## src/rtl/fra_pkg.sv

```systemverilog
package fra_pkg;

   localparam int FRAME_SLOTS = 16;
   localparam int OFFSET_BITS = 24;

   localparam int SLOT_W      = $clog2(FRAME_SLOTS);
   localparam int OFS_W       = OFFSET_BITS + 1;
   localparam int LEN_W       = 25;
   localparam int SIZE_W      = 24;
   localparam int ADDR_W      = 32;
   localparam int ALU_W       = 32;
   localparam int CSR_DATA_W  = 32;
   localparam int ALIGN_LOW   = 255;
   localparam int ALIGN_SHIFT = 8;

   localparam logic [OFS_W-1:0]  OFS_MAX = {OFS_W{1'b1}};
   localparam logic [LEN_W:0]    LEN_MAX = (LEN_W + 1)'(64'd1 << OFFSET_BITS);
   localparam logic [SLOT_W-1:0] SLOT_LAST = SLOT_W'(FRAME_SLOTS - 1);

   localparam logic [1:0] OP_CREATE = 2'd0;
   localparam logic [1:0] OP_FREE   = 2'd1;
   localparam logic [1:0] OP_PEEK   = 2'd2;

   localparam logic CSR_BASE_ADDRESS  = 1'b0;
   localparam logic CSR_BUFFER_LENGTH = 1'b1;

   typedef enum logic [1:0] {
      ST_OK         = 2'd0,
      ST_RING_OVF   = 2'd1,
      ST_FIFO_FULL  = 2'd2,
      ST_FIFO_EMPTY = 2'd3
   } status_type;

   typedef enum logic {
      ALU_ADD = 1'b0,
      ALU_SUB = 1'b1
   } alu_op_type;

   typedef struct packed {
      logic              en;
      logic [SLOT_W-1:0] slot;
      logic [OFS_W-1:0]  ofs;
      logic [LEN_W-1:0]  len;
   } desc_wr_type;

   typedef struct packed {
      logic              init;
      logic [OFS_W-1:0]  blen;
   } cfg_type;

   typedef struct packed {
      logic              valid;
      status_type        status;
      logic [ADDR_W-1:0] addr;
      logic [LEN_W-1:0]  len;
      logic [3:0]        slot;
   } result_type;

   // slot index as reported on the result, low four bits
   function automatic logic [3:0] slot_out(input logic [SLOT_W-1:0] s);
      logic [SLOT_W+3:0] ext;
      ext = {4'b0, s};
      return ext[3:0];
   endfunction

endpackage

```

## src/rtl/fra_alu.sv

```systemverilog
module fra_alu
   import fra_pkg::*;
(
   input  alu_op_type       op,
   input  logic [ALU_W-1:0] a,
   input  logic [ALU_W-1:0] b,
   output logic [ALU_W:0]   res
);

   // top bit is carry on add and borrow on subtract
   always_comb begin
      unique case (op)
         ALU_ADD: res = {1'b0, a} + {1'b0, b};
         ALU_SUB: res = {1'b0, a} - {1'b0, b};
         default: res = '0;
      endcase
   end

endmodule

```

## src/rtl/fra_desc.sv

```systemverilog
module fra_desc
   import fra_pkg::*;
(
   input  logic              clock,
   input  desc_wr_type       wr,
   input  logic [SLOT_W-1:0] rd_slot,
   output logic [OFS_W-1:0]  rd_ofs,
   output logic [LEN_W-1:0]  rd_len
);

   logic [OFS_W-1:0] ofs_ff [FRAME_SLOTS];
   logic [LEN_W-1:0] len_ff [FRAME_SLOTS];

   // only slots between head and tail are ever read, all written by a create
   always_ff @(posedge clock) begin
      if (wr.en) begin
         ofs_ff[wr.slot] <= wr.ofs;
         len_ff[wr.slot] <= wr.len;
      end
   end

   assign rd_ofs = ofs_ff[rd_slot];
   assign rd_len = len_ff[rd_slot];

endmodule

```

## src/rtl/fra_ctrl.sv

```systemverilog
module fra_ctrl
   import fra_pkg::*;
(
   input  logic              clock,
   input  logic              reset,
   input  logic              req_valid,
   output logic              req_ready,
   input  logic [1:0]        req_op,
   input  logic [SIZE_W-1:0] req_size,
   input  cfg_type           cfg,
   input  logic [ADDR_W-1:0] base,
   input  logic [OFS_W-1:0]  blen,
   output result_type        done,
   input  logic              done_ready,
   output desc_wr_type       desc_wr,
   output logic [SLOT_W-1:0] desc_rd_slot,
   input  logic [OFS_W-1:0]  desc_rd_ofs,
   input  logic [LEN_W-1:0]  desc_rd_len,
   output alu_op_type        alu_op,
   output logic [ALU_W-1:0]  alu_a,
   output logic [ALU_W-1:0]  alu_b,
   input  logic [ALU_W:0]    alu_res
);

   typedef enum logic [3:0] {
      S_IDLE,
      S_ROUND,
      S_SPACE,
      S_END_SUM,
      S_WRAP,
      S_FRAG,
      S_FRAG_SUM,
      S_FRAG_CMP,
      S_FREE_SUB,
      S_COMMIT,
      S_FREE_ADD,
      S_BEGIN_ADD,
      S_TAIL_SUM,
      S_TAIL_CMP,
      S_TAIL_RET,
      S_ADDR
   } state_type;

   state_type         state_ff, state_in;
   logic              done_ff, done_in;
   logic [SIZE_W-1:0] size_ff, size_in;
   logic [LEN_W-1:0]  real_ff, real_in;
   logic [OFS_W-1:0]  ofs_ff, ofs_in;
   logic [LEN_W-1:0]  len_ff, len_in;
   logic [SLOT_W-1:0] slot_ff, slot_in;
   status_type        status_ff, status_in;
   logic [ALU_W-1:0]  tmp_ff, tmp_in;
   logic [OFS_W-1:0]  frag_ff, frag_in;
   logic [ADDR_W-1:0] addr_ff, addr_in;
   logic [OFS_W-1:0]  begin_ff, begin_in;
   logic [OFS_W-1:0]  end_ff, end_in;
   logic [OFS_W-1:0]  free_ff, free_in;
   logic [OFS_W-1:0]  tail_bytes_ff, tail_bytes_in;
   logic [SLOT_W-1:0] head_ff, head_in;
   logic [SLOT_W-1:0] tail_slot_ff, tail_slot_in;

   logic [SLOT_W-1:0] next_tail;
   logic [SLOT_W-1:0] next_head;
   logic              borrow;
   logic              sum_over;

   assign next_tail = (tail_slot_ff == SLOT_LAST) ? '0 : tail_slot_ff + 1'b1;
   assign next_head = (head_ff == SLOT_LAST) ? '0 : head_ff + 1'b1;
   assign borrow    = alu_res[ALU_W];
   // free count saturation on add
   assign sum_over  = |alu_res[ALU_W:OFS_W];

   assign req_ready    = (state_ff == S_IDLE) && !done_ff;
   assign desc_rd_slot = head_ff;

   assign done.valid  = done_ff;
   assign done.status = status_ff;
   assign done.addr   = addr_ff;
   assign done.len    = len_ff;
   assign done.slot   = slot_out(slot_ff);

   always_comb begin
      state_in      = state_ff;
      done_in       = done_ff;
      size_in       = size_ff;
      real_in       = real_ff;
      ofs_in        = ofs_ff;
      len_in        = len_ff;
      slot_in       = slot_ff;
      status_in     = status_ff;
      tmp_in        = tmp_ff;
      frag_in       = frag_ff;
      addr_in       = addr_ff;
      begin_in      = begin_ff;
      end_in        = end_ff;
      free_in       = free_ff;
      tail_bytes_in = tail_bytes_ff;
      head_in       = head_ff;
      tail_slot_in  = tail_slot_ff;
      alu_op        = ALU_ADD;
      alu_a         = '0;
      alu_b         = '0;
      desc_wr.en    = 1'b0;
      desc_wr.slot  = tail_slot_ff;
      desc_wr.ofs   = ofs_ff;
      desc_wr.len   = real_ff;

      unique case (state_ff)
         S_IDLE: begin
            if (done_ff && done_ready) begin
               done_in = 1'b0;
            end
            if (req_valid && req_ready) begin
               size_in = req_size;
               if (req_op == OP_CREATE) begin
                  state_in = S_ROUND;
               end else if (head_ff == tail_slot_ff) begin
                  status_in = ST_FIFO_EMPTY;
                  ofs_in    = '0;
                  len_in    = '0;
                  slot_in   = head_ff;
                  state_in  = S_ADDR;
               end else begin
                  status_in = ST_OK;
                  ofs_in    = desc_rd_ofs;
                  len_in    = desc_rd_len;
                  slot_in   = head_ff;
                  state_in  = (req_op == OP_FREE) ? S_FREE_ADD : S_ADDR;
               end
            end
         end
         S_ROUND: begin
            alu_a    = ALU_W'(size_ff);
            alu_b    = ALU_W'(ALIGN_LOW);
            real_in  = {alu_res[LEN_W-1:ALIGN_SHIFT], {ALIGN_SHIFT{1'b0}}};
            len_in   = real_in;
            slot_in  = tail_slot_ff;
            state_in = S_SPACE;
         end
         S_SPACE: begin
            alu_op = ALU_SUB;
            alu_a  = ALU_W'(free_ff);
            alu_b  = ALU_W'(real_ff);
            if (borrow) begin
               status_in = ST_RING_OVF;
               ofs_in    = '0;
               state_in  = S_ADDR;
            end else if (next_tail == head_ff) begin
               status_in = ST_FIFO_FULL;
               ofs_in    = '0;
               state_in  = S_ADDR;
            end else begin
               status_in = ST_OK;
               state_in  = S_END_SUM;
            end
         end
         S_END_SUM: begin
            alu_a    = ALU_W'(end_ff);
            alu_b    = ALU_W'(real_ff);
            tmp_in   = alu_res[ALU_W-1:0];
            state_in = S_WRAP;
         end
         S_WRAP: begin
            alu_op = ALU_SUB;
            alu_a  = ALU_W'(blen);
            alu_b  = tmp_ff;
            if (borrow) begin
               state_in = S_FRAG;
            end else begin
               ofs_in   = end_ff;
               state_in = S_FREE_SUB;
            end
         end
         S_FRAG: begin
            alu_op  = ALU_SUB;
            alu_a   = ALU_W'(blen);
            alu_b   = ALU_W'(end_ff);
            frag_in = borrow ? '0 : alu_res[OFS_W-1:0];
            ofs_in  = '0;
            if (tail_bytes_ff == '0) begin
               state_in = S_FRAG_SUM;
            end else begin
               // a tail is already pending: it is replaced, only the frame is taken from the free count
               tail_bytes_in = frag_in;
               state_in      = S_FREE_SUB;
            end
         end
         S_FRAG_SUM: begin
            alu_a    = ALU_W'(frag_ff);
            alu_b    = ALU_W'(real_ff);
            tmp_in   = alu_res[ALU_W-1:0];
            state_in = S_FRAG_CMP;
         end
         S_FRAG_CMP: begin
            alu_op = ALU_SUB;
            alu_a  = ALU_W'(free_ff);
            alu_b  = tmp_ff;
            if (borrow) begin
               status_in = ST_RING_OVF;
               state_in  = S_ADDR;
            end else begin
               // fragment and frame taken from the free count together
               free_in       = alu_res[OFS_W-1:0];
               tail_bytes_in = frag_ff;
               state_in      = S_COMMIT;
            end
         end
         S_FREE_SUB: begin
            alu_op   = ALU_SUB;
            alu_a    = ALU_W'(free_ff);
            alu_b    = ALU_W'(real_ff);
            free_in  = alu_res[OFS_W-1:0];
            state_in = S_COMMIT;
         end
         S_COMMIT: begin
            alu_a        = ALU_W'(ofs_ff);
            alu_b        = ALU_W'(real_ff);
            end_in       = alu_res[OFS_W-1:0];
            desc_wr.en   = 1'b1;
            tail_slot_in = next_tail;
            state_in     = S_ADDR;
         end
         S_FREE_ADD: begin
            alu_a    = ALU_W'(free_ff);
            alu_b    = ALU_W'(len_ff);
            free_in  = sum_over ? OFS_MAX : alu_res[OFS_W-1:0];
            head_in  = next_head;
            state_in = S_BEGIN_ADD;
         end
         S_BEGIN_ADD: begin
            alu_a    = ALU_W'(begin_ff);
            alu_b    = ALU_W'(len_ff);
            begin_in = alu_res[OFS_W-1:0];
            state_in = S_TAIL_SUM;
         end
         S_TAIL_SUM: begin
            alu_a    = ALU_W'(begin_ff);
            alu_b    = ALU_W'(tail_bytes_ff);
            tmp_in   = alu_res[ALU_W-1:0];
            state_in = S_TAIL_CMP;
         end
         S_TAIL_CMP: begin
            alu_op   = ALU_SUB;
            alu_a    = tmp_ff;
            alu_b    = ALU_W'(blen);
            state_in = borrow ? S_ADDR : S_TAIL_RET;
         end
         S_TAIL_RET: begin
            // begin pointer reached the skipped tail, return it
            alu_a         = ALU_W'(free_ff);
            alu_b         = ALU_W'(tail_bytes_ff);
            free_in       = sum_over ? OFS_MAX : alu_res[OFS_W-1:0];
            tail_bytes_in = '0;
            begin_in      = '0;
            state_in      = S_ADDR;
         end
         S_ADDR: begin
            alu_a    = base;
            alu_b    = ALU_W'(ofs_ff);
            addr_in  = alu_res[ADDR_W-1:0];
            done_in  = 1'b1;
            state_in = S_IDLE;
         end
         default: state_in = S_IDLE;
      endcase

      if (cfg.init) begin
         begin_in      = '0;
         end_in        = '0;
         free_in       = cfg.blen;
         tail_bytes_in = '0;
         head_in       = '0;
         tail_slot_in  = '0;
      end
   end

   always_ff @(posedge clock) begin
      if (reset) begin
         state_ff      <= S_IDLE;
         done_ff       <= 1'b0;
         begin_ff      <= '0;
         end_ff        <= '0;
         free_ff       <= '0;
         tail_bytes_ff <= '0;
         head_ff       <= '0;
         tail_slot_ff  <= '0;
      end else begin
         state_ff      <= state_in;
         done_ff       <= done_in;
         begin_ff      <= begin_in;
         end_ff        <= end_in;
         free_ff       <= free_in;
         tail_bytes_ff <= tail_bytes_in;
         head_ff       <= head_in;
         tail_slot_ff  <= tail_slot_in;
      end
      size_ff   <= size_in;
      real_ff   <= real_in;
      ofs_ff    <= ofs_in;
      len_ff    <= len_in;
      slot_ff   <= slot_in;
      status_ff <= status_in;
      tmp_ff    <= tmp_in;
      frag_ff   <= frag_in;
      addr_ff   <= addr_in;
   end

   a_head_moves_on_free: assert property (@(posedge clock) disable iff (reset)
      (!$past(reset) && head_ff != $past(head_ff))
         |-> ($past(state_ff) == S_FREE_ADD || $past(cfg.init)))
      else $error("head slot moved outside a free");

   a_tail_moves_on_commit: assert property (@(posedge clock) disable iff (reset)
      (!$past(reset) && tail_slot_ff != $past(tail_slot_ff))
         |-> ($past(state_ff) == S_COMMIT || $past(cfg.init)))
      else $error("tail slot moved outside a create");

   a_result_held: assert property (@(posedge clock) disable iff (reset)
      (done_ff && !done_ready) |=> (done_ff && state_ff == S_IDLE && $stable(addr_ff)))
      else $error("pending result lost before hand-off");

   a_commit_has_room: assert property (@(posedge clock) disable iff (reset)
      (state_ff == S_COMMIT) |-> (next_tail != head_ff && status_ff == ST_OK))
      else $error("descriptor written into a full fifo");

endmodule

```

## src/rtl/frame_ring_allocator_top.sv

```systemverilog
// channel   direction  handshake                tdata / tuser
// req       in         req_tvalid / req_tready  tdata frame_size, tuser op
// rsp       out        rsp_tvalid / rsp_tready  tdata address, length, slot; tuser status
// csr       in         csr_valid / csr_ready    csr_index, csr_data
//
// one 32-bit adder/subtractor is stepped by the sequencer, one operation per cycle
// accept to next accept: peek or empty free/peek only forms the address; free adds the
// length to free count and begin pointer, returning a reached tail; create rounds, checks
// space and fifo, sums the end, checks wrap, on a wrap sizes the fragment, then commits
// reset clears pointers, counters and control state; data and result registers and descriptor storage are not cleared
// a stalled rsp_tready holds the result and then holds the sequencer in idle
module frame_ring_allocator_top
   import fra_pkg::*;
(
   input  logic                  clock,
   input  logic                  reset,
   input  logic                  req_tvalid,
   output logic                  req_tready,
   input  logic [23:0]           req_tdata,   // [23:0] frame_size
   input  logic [1:0]            req_tuser,   // [1:0] op
   output logic                  rsp_tvalid,
   input  logic                  rsp_tready,
   output logic [63:0]           rsp_tdata,   // [31:0] frame_address, [56:32] frame_length,
                                              // [60:57] frame_slot, [63:61] zero
   output logic [1:0]            rsp_tuser,   // [1:0] status
   input  logic                  csr_valid,
   output logic                  csr_ready,
   input  logic                  csr_index,
   input  logic [CSR_DATA_W-1:0] csr_data
);

   logic [ADDR_W-1:0] base_ff, base_in;
   logic [OFS_W-1:0]  blen_ff, blen_in;
   logic              rsp_valid_ff, rsp_valid_in;
   result_type        rsp_ff, rsp_in;

   cfg_type           cfg;
   result_type        done;
   logic              done_ready;
   desc_wr_type       desc_wr;
   logic [SLOT_W-1:0] desc_rd_slot;
   logic [OFS_W-1:0]  desc_rd_ofs;
   logic [LEN_W-1:0]  desc_rd_len;
   alu_op_type        alu_op;
   logic [ALU_W-1:0]  alu_a;
   logic [ALU_W-1:0]  alu_b;
   logic [ALU_W:0]    alu_res;
   logic              csr_write;
   logic [LEN_W:0]    len_wr;

   assign csr_ready = 1'b1;
   assign csr_write = csr_valid && csr_ready;
   assign len_wr    = {1'b0, csr_data[LEN_W-1:0]};

   always_comb begin
      base_in = base_ff;
      blen_in = blen_ff;
      if (csr_write) begin
         unique case (csr_index)
            CSR_BASE_ADDRESS:  base_in = csr_data[ADDR_W-1:0];
            CSR_BUFFER_LENGTH: blen_in = (len_wr > LEN_MAX) ? OFS_W'(LEN_MAX) : OFS_W'(len_wr);
            default:           base_in = base_ff;
         endcase
      end
   end

   assign cfg.init = csr_write;
   assign cfg.blen = blen_in;

   // output register frees the sequencer as soon as the result is handed over
   assign done_ready = !rsp_valid_ff || rsp_tready;

   always_comb begin
      rsp_valid_in = rsp_valid_ff;
      rsp_in       = rsp_ff;
      if (rsp_valid_ff && rsp_tready) begin
         rsp_valid_in = 1'b0;
      end
      if (done.valid && done_ready) begin
         rsp_valid_in = 1'b1;
         rsp_in       = done;
      end
   end

   always_ff @(posedge clock) begin
      if (reset) begin
         base_ff      <= '0;
         blen_ff      <= '0;
         rsp_valid_ff <= 1'b0;
      end else begin
         base_ff      <= base_in;
         blen_ff      <= blen_in;
         rsp_valid_ff <= rsp_valid_in;
      end
      rsp_ff <= rsp_in;
   end

   assign rsp_tvalid = rsp_valid_ff;
   assign rsp_tuser  = rsp_ff.status;
   assign rsp_tdata  = {3'b000, rsp_ff.slot, rsp_ff.len, rsp_ff.addr};

   fra_ctrl u_ctrl (
      .clock        (clock),
      .reset        (reset),
      .req_valid    (req_tvalid),
      .req_ready    (req_tready),
      .req_op       (req_tuser),
      .req_size     (req_tdata),
      .cfg          (cfg),
      .base         (base_ff),
      .blen         (blen_ff),
      .done         (done),
      .done_ready   (done_ready),
      .desc_wr      (desc_wr),
      .desc_rd_slot (desc_rd_slot),
      .desc_rd_ofs  (desc_rd_ofs),
      .desc_rd_len  (desc_rd_len),
      .alu_op       (alu_op),
      .alu_a        (alu_a),
      .alu_b        (alu_b),
      .alu_res      (alu_res)
   );

   fra_desc u_desc (
      .clock   (clock),
      .wr      (desc_wr),
      .rd_slot (desc_rd_slot),
      .rd_ofs  (desc_rd_ofs),
      .rd_len  (desc_rd_len)
   );

   fra_alu u_alu (
      .op  (alu_op),
      .a   (alu_a),
      .b   (alu_b),
      .res (alu_res)
   );

endmodule
```

## config.mk

```make
export PLATFORM = sky130hd
export DESIGN_NAME = frame_ring_allocator_top
export DESIGN_NICKNAME = d
export VERILOG_FILES = /design/src/rtl/fra_pkg.sv /design/src/rtl/fra_alu.sv /design/src/rtl/fra_desc.sv /design/src/rtl/fra_ctrl.sv /design/src/rtl/frame_ring_allocator_top.sv
export SDC_FILE = /design/constraint.sdc
export NUM_CORES = 1
export LEC_CHECK = 0
export BUFFER_PORTS_ARGS = -buffer_cell sky130_fd_sc_hd__buf_2
export CAP_MARGIN = 20
export CORE_MARGIN = 5
export CORE_UTILIZATION = 55
export DETAILED_ROUTE_END_ITERATION = 12
export PLACE_DENSITY_LB_ADDON = 0.05
export SETUP_SLACK_MARGIN = 0.5
export SYNTH_ARGS = -nofsm -noshare
export SYNTH_HDL_FRONTEND = slang
export SYNTH_SLANG_ARGS = --single-unit
```

## constraint.sdc

```tcl
create_clock -name clock -period 10.9 [get_ports clock]
set_clock_uncertainty 0.1 [all_clocks]
set_input_delay 2.18 -clock clock [delete_from_list [all_inputs] [get_ports clock]]
set_output_delay 2.18 -clock clock [all_outputs]
set_load 0.01 [all_outputs]
```

==> results.md <==
- Maximum vdd drop: 0.394 mV
- First-pass GRT wire length: 194000 µm
- FP Rows: 105
- Final period utilization: 0.786
- H-tree Lvls: 3
- Peak Freq: 117 MHz
- RSZ-0062 raised after global routing: false
- Most frequent cells in the layout: 905 x edfxtp_1, 230 x nand2_1, 185 x mux4_2, 177 x a21oi_1, 168 x dfxtp_1
- Commonest non-fill, non-tap cell in the layout: edfxtp_1
- Async set-reset flop share out of synthesis: 0
- Layout cell share with drive strength beyond 1: 0.198
- CP startpoint: u_ctrl.state_ff[1]$_SDFFE_PP0N_
- CTS Buffer Depth: 3
- P per Cell Area: 317 mW/mm²
- Setup bufs post-CTS: 0
- Drt pass-1 iters: 8
- Vias: 28695
- R2r startpoint: u_ctrl.state_ff[1]$_SDFFE_PP0N_
- IO Count: 133
- Clock Power Share: 0.232
- Number of remaining DRC errors: 0
- Clock latency on the worst-skew pair: 0.69 ns
- R2R Setup Slk: 2.34 ns
- # port buffers: 120
- Die Y: 297 µm
- Final design utilization: 0.621
- CTS root buf: clkbuf_16
- Startpoint Class: flop
- Routability cong.: 1.02
- Top_reg_cell synth: edfxtp_1
- Sequential share of power: 0.392
- WL per Instance: 31.5 µm
- Post-synthesis cell type count: 83
- Initial core utilization: 0.554
- Final wirelength: 134000 µm
- CTS Hold Buffers Added: 0
- Post-route cell area: 0.0509 mm²
- Comb pwr share: 0.376
- Final Max Tran Viols: 0
- Initial antenna violation count: 5
- Clock Sinks: 1080
- Worst Hold Launch: u_ctrl.addr_ff[21]$_DFFE_PN_
- Internal power: 0.00954 W
- Crit end category: flop
- Arr. time, crit path: 9.05 ns
- Number of synthesized flops with an enable pin: 905
- Hold slack final: 0.313 ns
- GR Overflow Total: 0
- # nets final: 3208
- Crit Path Class: reg -> reg
- DR vias/cell: 6.72
- Final hold vios: 0
- Iteration-0 DRC Markers: 4096
- Clock slew seen by the registers of the worst setup and hold paths: 0.06 ns
- Largest net degree at the start of global routing: 114
- Sequential area share after synthesis: 0.675
- Post-CTS sizing: 0
- Final setup violation count: 0
- Max-capacitance violation count: 0
- Total track usage: 0.298
- Post-Synthesis Cell Area: 0.0454 mm²
- TritonCTS clock tree: done
- Num CTS Buffers: 110
- Die area: 0.0884 mm²
- Relative slew margins: 0.189
- Critical path peak fanout: 44
- Flops & latches, synth: 1080
- Mapped Cells: 3008
- Static Leak: 16.4 nW
- Hold Path Class: reg -> reg
- Sw Ratio: 0.409
- Status: finished clean
- DP Area: 0.0473 mm²
- Syn avg cell area: 15.1 µm²
- Required time of the worst setup path: 11.38 ns
- Minimum clock period: 8.56 ns
- Synth-to-layout area growth: 12.1%
- Sw Pwr: 0.00660 W
- Vias in the first global route: 28124
- Setup_tns: 0 ns
- Synthesis Warnings: 0
- Die X: 297 µm
- Core area: 0.0820 mm²
- Worst slew pin tran: 1.21 ns
- Antenna-violating nets left: 0
- Hpwl dp: 86000 µm
state kept, by name (all words and copies together), names as in the netlist, 32 cells and up, named ones only:
| name | cells |
|---|---|
| base_ff | 32 |
| rsp_tdata | 53 |
| u_ctrl.addr_ff | 32 |
| u_ctrl.tmp_ff | 32 |
| u_desc.len_ff | 272 |
| u_desc.ofs_ff | 400 |
metrics by stage:
| stage | cells | setup slack [ns] | power (W) |
|---|---|---|---|
| 3_3_place_gp | 4061 | 2.88 | 0.0122 |
| 2_1_floorplan | 3018 | 1.03 | 0.00960 |
| 4_1_cts | 4269 | 2.61 | 0.0160 |
| 5_1_grt | 4270 | 1.88 | 0.0167 |
| 6_report | 4271 | 2.34 | 0.0161 |
| 3_5_place_dp | 4062 | 2.65 | 0.0123 |
cell type report:
type	instances	area, µm²
Timing Repair Buffer	186	1130
Inverter	44	165
Sequential cell	1080	30700
Multi-Input combinational cell	1683	13900
Antenna cell	1	2.50
Tap cell	1070	1340
Clock buffer	148	3020
Fill cell	6111	31100
Clock inverter	59	616
critical path: stages (launching register included):
cell and delay (ns):
dfxtp_2 0.91, buf_4 0.49, nor2_1 0.30, nand2_2 0.66
clkinv_1 0.21, buf_4 0.29, a222oi_1 0.28, nand3_1 0.11
a221oi_1 0.24, ha_1 0.21, inv_1 0.06, fa_1 0.46
a21o_1 0.22, a221o_1 0.35, a21oi_1 0.40, o211ai_1 0.29
o31ai_1 0.68, o21a_1 0.53, o21ai_1 0.48, or2_2 0.68
mux2i_1 0.20, a221oi_1 0.28
per-layer routing:
layer | track usage | routed length [µm]
met5 | 0 | 33
met4 | 0.100 | 5230
met3 | 0.0539 | 11000
met2 | 0.469 | 62500
met1 | 0.428 | 55500
power by group through the flow:
stage / clock [W] / combinational, W / sequential [W]
detailed placement: 0 / 0.00586 / 0.00641
CTS: 0.00381 / 0.00589 / 0.00633
global route: 0.00398 / 0.00637 / 0.00637
floorplan: 0 / 0.00359 / 0.00601
global placement: 0 / 0.00582 / 0.00638
finish: 0.00374 / 0.00607 / 0.00633
cell usage after synthesis (7+ instances only):
| cell | count | area share |
|---|---|---|
| a211oi_1 | 41 | 0.0068 |
| a21o_1 | 11 | 0.0018 |
| a21oi_1 | 179 | 0.020 |
| a21oi_2 | 14 | 0.0027 |
| a221o_1 | 31 | 0.0068 |
| a222oi_1 | 28 | 0.0062 |
| a22o_1 | 44 | 0.0085 |
| a22oi_1 | 117 | 0.019 |
| a22oi_2 | 20 | 0.0055 |
| a31oi_1 | 31 | 0.0043 |
| and2_1 | 15 | 0.0021 |
| and3_1 | 14 | 0.0019 |
| buf_1 | 32 | 0.0026 |
| buf_2 | 16 | 0.0018 |
| buf_4 | 15 | 0.0025 |
| clkbuf_1 | 142 | 0.012 |
| dfxtp_1 | 175 | 0.077 |
| edfxtp_1 | 905 | 0.60 |
| ha_1 | 38 | 0.010 |
| inv_1 | 42 | 0.0035 |
| mux2i_1 | 46 | 0.010 |
| mux4_2 | 185 | 0.092 |
| nand2_1 | 231 | 0.019 |
| nand2b_1 | 20 | 0.0028 |
| nand3_1 | 65 | 0.0072 |
| nand4_1 | 15 | 0.0021 |
| nor2_1 | 154 | 0.013 |
| nor2b_1 | 36 | 0.0050 |
| nor3_1 | 17 | 0.0019 |
| nor3b_1 | 10 | 0.0017 |
| nor4_1 | 16 | 0.0022 |
| o211ai_1 | 7 | 0.0012 |
| o21a_1 | 10 | 0.0017 |
| o21ai_0 | 94 | 0.010 |
| o22ai_1 | 21 | 0.0029 |
| xnor2_1 | 36 | 0.0069 |
| xor2_1 | 28 | 0.0054 |
final timing paths:
kind	end	cells after the start
worst max-delay path	u_ctrl.free_ff[24]$_SDFFE_PP0P_	21
worst min-delay path	rsp_tdata[21]$_DFFE_PP_	0
worst max register to register	u_ctrl.free_ff[24]$_SDFFE_PP0P_	21
worst min register to register	rsp_tdata[21]$_DFFE_PP_	0
cells by family after synthesis:
group	share of synthesized area
compound gates	0.108
xor+xnor	0.0133
fa+ha+maj	0.0109
buf+inv	0.0237
flops	0.675
mux	0.104
other cells	0.000165
simple gates	0.0641
Power figures use the tool's default switching activity.
